**src/rtl/lzssd_pkg.sv**
```systemverilog
package lzssd_pkg;

    // Bits in a literal token's payload.
    localparam int unsigned LIT_BITS = 8;

    // Token parse phase.
    typedef enum logic [1:0] {
        PH_FLAG = 2'd0,
        PH_LIT  = 2'd1,
        PH_POS  = 2'd2,
        PH_LEN  = 2'd3
    } phase_t;

    // Controller states, one-hot.
    typedef enum logic [5:0] {
        ST_IDLE = 6'b000001,
        ST_BITS = 6'b000010,
        ST_LIT  = 6'b000100,
        ST_RD   = 6'b001000,
        ST_WR   = 6'b010000,
        ST_END  = 6'b100000
    } state_t;

    // Controller to datapath.
    typedef struct packed {
        logic load_byte;
        logic bit_step;
        logic rd_issue;
        logic emit_lit;
        logic emit_copy;
        logic emit_end;
    } cmd_t;

    // Datapath to controller.
    typedef struct packed {
        logic bits_left;  // unparsed bits remain in the held byte
        logic last_bit;   // the bit about to be stepped is the byte's last
        logic lit_done;   // stepping now completes a literal
        logic end_done;   // stepping now completes a zero position
        logic len_done;   // stepping now completes a length field
        logic copy_last;  // copy byte in hand is the final one
        logic out_free;   // output register can take a result this cycle
    } sts_t;

endpackage

```
**src/rtl/lzssd_ctrl.sv**
```systemverilog
module lzssd_ctrl (
    input  logic            aclk,
    input  logic            aresetn,
    input  logic            s_tvalid,
    output logic            s_tready,
    input  lzssd_pkg::sts_t sts,
    output lzssd_pkg::cmd_t cmd
);

    lzssd_pkg::state_t state_reg, state_next;

    always_ff @(posedge aclk) begin
        if (!aresetn) begin
            state_reg <= lzssd_pkg::ST_IDLE;
        end else begin
            state_reg <= state_next;
        end
    end

    always_comb begin
        state_next = state_reg;
        cmd        = '0;
        s_tready   = 1'b0;
        case (state_reg)
            lzssd_pkg::ST_IDLE: begin
                s_tready = 1'b1;
                if (s_tvalid) begin
                    cmd.load_byte = 1'b1;
                    state_next    = lzssd_pkg::ST_BITS;
                end
            end
            lzssd_pkg::ST_BITS: begin
                if (!sts.bits_left) begin
                    state_next = lzssd_pkg::ST_IDLE;
                end else begin
                    cmd.bit_step = 1'b1;
                    if (sts.lit_done) begin
                        state_next = lzssd_pkg::ST_LIT;
                    end else if (sts.end_done) begin
                        state_next = lzssd_pkg::ST_END;
                    end else if (sts.len_done) begin
                        state_next = lzssd_pkg::ST_RD;
                    end else if (sts.last_bit) begin
                        state_next = lzssd_pkg::ST_IDLE;
                    end
                end
            end
            lzssd_pkg::ST_LIT: begin
                if (sts.out_free) begin
                    cmd.emit_lit = 1'b1;
                    state_next   = lzssd_pkg::ST_BITS;
                end
            end
            lzssd_pkg::ST_RD: begin
                cmd.rd_issue = 1'b1;
                state_next   = lzssd_pkg::ST_WR;
            end
            lzssd_pkg::ST_WR: begin
                if (sts.out_free) begin
                    cmd.emit_copy = 1'b1;
                    state_next    = sts.copy_last ? lzssd_pkg::ST_BITS : lzssd_pkg::ST_RD;
                end
            end
            lzssd_pkg::ST_END: begin
                if (sts.out_free) begin
                    cmd.emit_end = 1'b1;
                    state_next   = lzssd_pkg::ST_IDLE;
                end
            end
            default: begin
                state_next = lzssd_pkg::ST_IDLE;
            end
        endcase
    end

    // At most one emission per cycle, and only into a free output register.
    assert property (@(posedge aclk) disable iff (!aresetn)
        (cmd.emit_lit || cmd.emit_copy || cmd.emit_end) |-> sts.out_free)
        else $error("emission while output register busy");

    // A new byte is only taken when the previous one is fully parsed.
    assert property (@(posedge aclk) disable iff (!aresetn)
        (s_tvalid && s_tready) |-> !sts.bits_left)
        else $error("byte accepted with unparsed bits left");

    // A read is always followed by the write/emit step of the same copy byte.
    assert property (@(posedge aclk) disable iff (!aresetn)
        cmd.rd_issue |=> (state_reg == lzssd_pkg::ST_WR))
        else $error("window read not followed by copy step");

endmodule

```
**config.mk**
```make
export PLATFORM = sky130hd
export DESIGN_NAME = lzssd_ctrl
export DESIGN_NICKNAME = d
export VERILOG_FILES = /design/src/rtl/lzssd_pkg.sv /design/src/rtl/lzssd_ctrl.sv
export SDC_FILE = /design/constraint.sdc
export NUM_CORES = 1
export LEC_CHECK = 0
export BUFFER_PORTS_ARGS = -buffer_cell sky130_fd_sc_hd__buf_4
export CAP_MARGIN = 5
export CORE_AREA = 2 2 39 41
export CTS_BUF_LIST = sky130_fd_sc_hd__clkbuf_8 sky130_fd_sc_hd__clkbuf_16
export DETAILED_ROUTE_END_ITERATION = 10
export DIE_AREA = 0 0 41 43
export SLEW_MARGIN = 40
export SYNTH_ARGS = -nofsm -noshare
export SYNTH_HDL_FRONTEND = slang
export SYNTH_SLANG_ARGS = --single-unit
```
**constraint.sdc**
```tcl
create_clock -name aclk -period 3 [get_ports aclk]
set_clock_uncertainty 0.1 [all_clocks]
set_input_delay 0.6 -clock aclk [delete_from_list [all_inputs] [get_ports aclk]]
set_output_delay 0.6 -clock aclk [all_outputs]
set_load 0.03 [all_outputs]
```
==> Word level (Yosys, flattened, before mapping) <==
Index checks and enable logic that the tools add are counted.
{ "totals": {"out_inout_bits": 7, "elab_cells": 34, "inputBits": 10, "ff_bits": 6} }
{ "op_classes": {"eq_ne": 11, "n_mux": 21, "reduce_logical": 1} }
{ "ops": {"columns": ["operator", "n"], "rows": [
  ["2-to-1 mux 6 bit", 9],
  ["case mux 6 bit (6 select lines)", 1],
  ["2-to-1 mux 1 bit", 10],
  ["!= test 2 bit, second input constant", 4],
  ["== test 6 x 1 -> 1 bit, second input constant", 1],
  ["== test 6 x 2 -> 1 bit, second input constant", 1],
  ["== test 6 x 3 -> 1 bit, second input constant", 1],
  ["== test 6 x 4 -> 1 bit, second input constant", 1],
  ["== test 6 x 5 -> 1 bit, second input constant", 1],
  ["== test 6 bit, second input constant", 1],
  ["!= test 6 bit, second input constant", 1],
  ["AND reduction 5 bit", 1],
  ["2-to-1 mux 4 bit", 1]
]} }

==> Longest topological paths before layout <==
{ "depth": {"word_depth": 6, "ltp_mapped": 6} }

==> Worst setup path after synthesis <==
OpenSTA, ideal clock, no wires.
{ "synth_path": {"path_kind": "input port to output port", "from": "input port sts[0] (netlist name)", "to": "output port cmd[2] (netlist name)", "arrival_time_ns": 1.433, "path_buffers": 0, "setup_slack_ns": 0.867, "t_required_ns": 2.300, "path_stages": 2, "cell_sequence": "nand3_1 > nor3b_1"} }
{ "synth_rtl": {"columns": ["item", "line_no", "text"], "rows": [
  ["from (decl)", "lzssd_ctrl.sv:6", "input lzssd_pkg::sts_t sts,"],
  ["to (decl)", "lzssd_ctrl.sv:7", "output lzssd_pkg::cmd_t cmd"]
]} }

==> qor.csv <==
stage;metric;value;unit
setup_path;Critical Path RT;2.30;ns
sta;Slew @ Worst Pin;0.403;ns
sta;Final Cycle Share;73.9;%
placed_design;placer congestion estimate;0.791;
floorplan;num rows;14;
logic_synthesis;synthesis warning total;0;
placed_design;DP Cell Count;92;
placed_design;port bufs;16;
clock_network;root buf cell;clkbuf_8;
logic_synthesis;synthesized cell area;487;um2
drt;vias;497;
logic_synthesis;Synth Instances;64;
drt;Pre-antenna DRT Iters;4;
clock_network;Num CTS Buffers;3;
setup_path;Slowest Stage Delay on Critical Path;0.42;ns
sta;endpoints failing setup;0;
cells_and_area;# nets final;91;
min_path;hold_sp;state_reg[5]$_SDFFE_PN0P_;
setup_path;worst path cell trace;nor4_4, nand3_2, inv_1, buf_4;
global_routing;initial antenna violation count;0;
setup_path;R2R depth;4;
logic_synthesis;post-synthesis mux area share;0;%
logic_synthesis;post-synthesis adder-cell area fraction;0;%
global_routing;vias in the first global route;478;
drt;Detail Route Antenna Nets;0;
setup_path;crit path to;cmd[4];
placed_design;post-detail-place hpwl;863;um
logic_synthesis;Yosys reg bits;6;
setup_path;WS Path Type;flop to output port;
setup_path;CP Capture Type;output port;
setup_path;Crit Path Max Fanout;11;
clock_network;Worst-Skew Late Latency;0.22;ns
setup_path;Crit. Startpoint;state_reg[2]$_SDFFE_PN0P_;
setup_path;Arr. time, crit path;1.52;ns
global_routing;first-pass GRT wire length;1930;um
setup_path;Slowest-stage cell, CP;dfxtp_1;
cells_and_area;fin cells;95;
setup_path;worst reg-to-reg setup slack;1.33;ns
floorplan;die width;41;um
drt;routed vias/inst;5.23;
clock_network;clk sinks;6;
min_path;worst hold path depth;2;
drt;DRC viols;0;
clock_network;PostCTS Resize Cnt;0;
clock_network;cts hold-fix bufs;0;
logic_synthesis;post-synthesis xor/xnor area fraction;5.40;%
placed_design;dpl cell area;601;um2
logic_synthesis;Distinct cells, synth;29;
floorplan;Die ar.;1760;um2
power_and_ir_drop;total power;0.000298;W
setup_path;Worst setup SP type;flop;
setup_path;FF-to-FF End;state_reg[1]$_SDFFE_PN0P_;
sta;Fmax;451;MHz
sta;Hold Vio Cnt, Final;0;
global_routing;Total GRT Usage;15.7;%
logic_synthesis;Avg Inst Size Synth;7.60;um2
clock_network;TritonCTS clock tree;built;
logic_synthesis;Simple-Gate Fraction of Synth Area;39.6;%
clock_network;Clk pin slew, worst setup/hold paths;0.04;ns
sta;final slew viol count;0;
floorplan;io pins;17;
floorplan;chip height;43;um
logic_synthesis;sequential share of the synthesized area;24.7;%
drt;DRT iter0 DRCs;8;
sta;RSZ-0062 raised after global routing;false;
cells_and_area;antenna cell count;0;
sta;TNS Setup;0;ns
status;status;completed;
logic_synthesis;syn nets;74;
sta;min Tclk post-route;2.22;ns
floorplan;core area;1380;um2
setup_path;reg2reg start;state_reg[2]$_SDFFE_PN0P_;
power_and_ir_drop;Peak VDD IR;0.000288;V
drt;DR WL/cell;10.9;um
job;max cap viols;0;
clock_network;CTS Buffer Depth;2;
placed_design;dpl ws;1.02;ns
logic_synthesis;combinational family with the most area after synthesis;simple AND/OR/NAND/NOR gates;
floorplan;Starting Density;35.2;%
power_and_ir_drop;P per Cell Area;464;nW/um2
clock_network;setup repair bufs after CTS;0;
sta;final worst slack;0.782;ns
cells_and_area;Area Overhead vs Synth;31.9;%
cells_and_area;Final Cell Area;642;um2
cells_and_area;max reg flops;6;
global_routing;pin count of the biggest net entering global routing;12;
drt;DRT Wirelength;1040;um
logic_synthesis;post-synthesis compound-gate area fraction;21.9;%
clock_network;H-tree depth;1;
power_and_ir_drop;LEAKAGE;0.279;nW
cells_and_area;layout cells sized above 1;30.4;%
global_routing;global route total overflow;0;
min_path;Worst Hold Class;flop to flop;
sta;Worst slew margin;73.1;%
==> cells by family (layout without fill, tap and decap cells) <==
group,after synthesis,after routing
AO/OA/AOI/OAI,16,16
XOR/XNOR,3,3
buffers and inverters,8,23
flip-flops,6,6
AND/OR/NAND/NOR,31,31
==> synth_stat cells <==
cell       count  area, um2
and4b_1        2       20.0
a32oi_1        2       17.5
nand3_2        1       10.0
o2111ai_1      1       8.76
dfxtp_1        6        120
o21ai_1        3       15.0
o31a_1         1       8.76
nor2_1         7       26.3
inv_1          4       15.0
a221oi_1       1       8.76
o22ai_1        1       6.26
nor3b_1        2       15.0
nand2_1        6       22.5
o211ai_1       1       7.51
xor2_1         3       26.3
o31ai_1        1       7.51
and3_2         1       7.51
or3_1          2       12.5
buf_2          3       15.0
nor3_1         1       5.00
nor2b_1        2       12.5
and2_2         2       15.0
buf_6          1       11.3
o21ai_0        4       20.0
a31oi_1        1       6.26
and2_1         1       6.26
nand3_1        2       10.0
nor4_4         1       21.3
nand4b_1       1       8.76
==> report_power, final <==
part           switching, W  total (W)  internal (W)
Combinational     0.0000456  0.0000863     0.0000407
Clock             0.0000324   0.000118     0.0000860
Sequential       0.00000703  0.0000934     0.0000864
==> metrics by stage <==
stage	utilization (%)	hold WS [ns]
floorplan	-	0.454
global placement	43.4	0.481
detailed placement	43.4	0.487
CTS	46.4	0.492
global route	46.4	0.539
finish	46.4	0.487
==> critical path, delay by kind of cell, from the launching register on <==
kind,cells,cell delay [ns]
and+or+nand+nor,2,0.56
buffers and inverters,2,0.32
DFF,1,0.42
==> worst min-delay path by stage <==
stage | end
after floorplan | state_reg[5]$_SDFFE_PN0P_
after global placement | state_reg[5]$_SDFFE_PN0P_
after detailed placement | state_reg[5]$_SDFFE_PN0P_
after CTS | state_reg[5]$_SDFFE_PN0P_
after global routing | state_reg[5]$_SDFFE_PN0P_
final | state_reg[5]$_SDFFE_PN0P_
==> routing by layer <==
layer / global-route usage [%] / routed length (um) / vias up
li1: - / - / 263
met1: 21.3 / 495 / 217
met2: 22.5 / 474 / 15
met3: 4.71 / 60 / 2
met4: 6.00 / 6 / 0
met5: 0 / 0 / -
==> cell type report <==
cell class | instances | area [um2]
inverter | 4 | 15.0
fill | 144 | 742
tap | 16 | 20.0
sequential | 6 | 120
timing repair buffer | 16 | 120
multi-input combinational | 50 | 325
clock buffer | 3 | 41.3
==> cell usage in the layout, fill, tap and decap left out, types with 2 or more instances in the layout <==
| master | count |
|---|---|
| a32oi_1 | 2 |
| o21ai_0 | 4 |
| clkbuf_8 | 3 |
| nor2_1 | 7 |
| buf_4 | 16 |
| nor2b_1 | 2 |
| dfxtp_1 | 6 |
| o21ai_1 | 3 |
| and4b_1 | 2 |
| or3_1 | 2 |
| and2_2 | 2 |
| nor3b_1 | 2 |
| inv_1 | 4 |
| nand2_1 | 6 |
| nand3_1 | 2 |
| xor2_1 | 3 |
No activity file was read; power rests on OpenSTA's default activity.
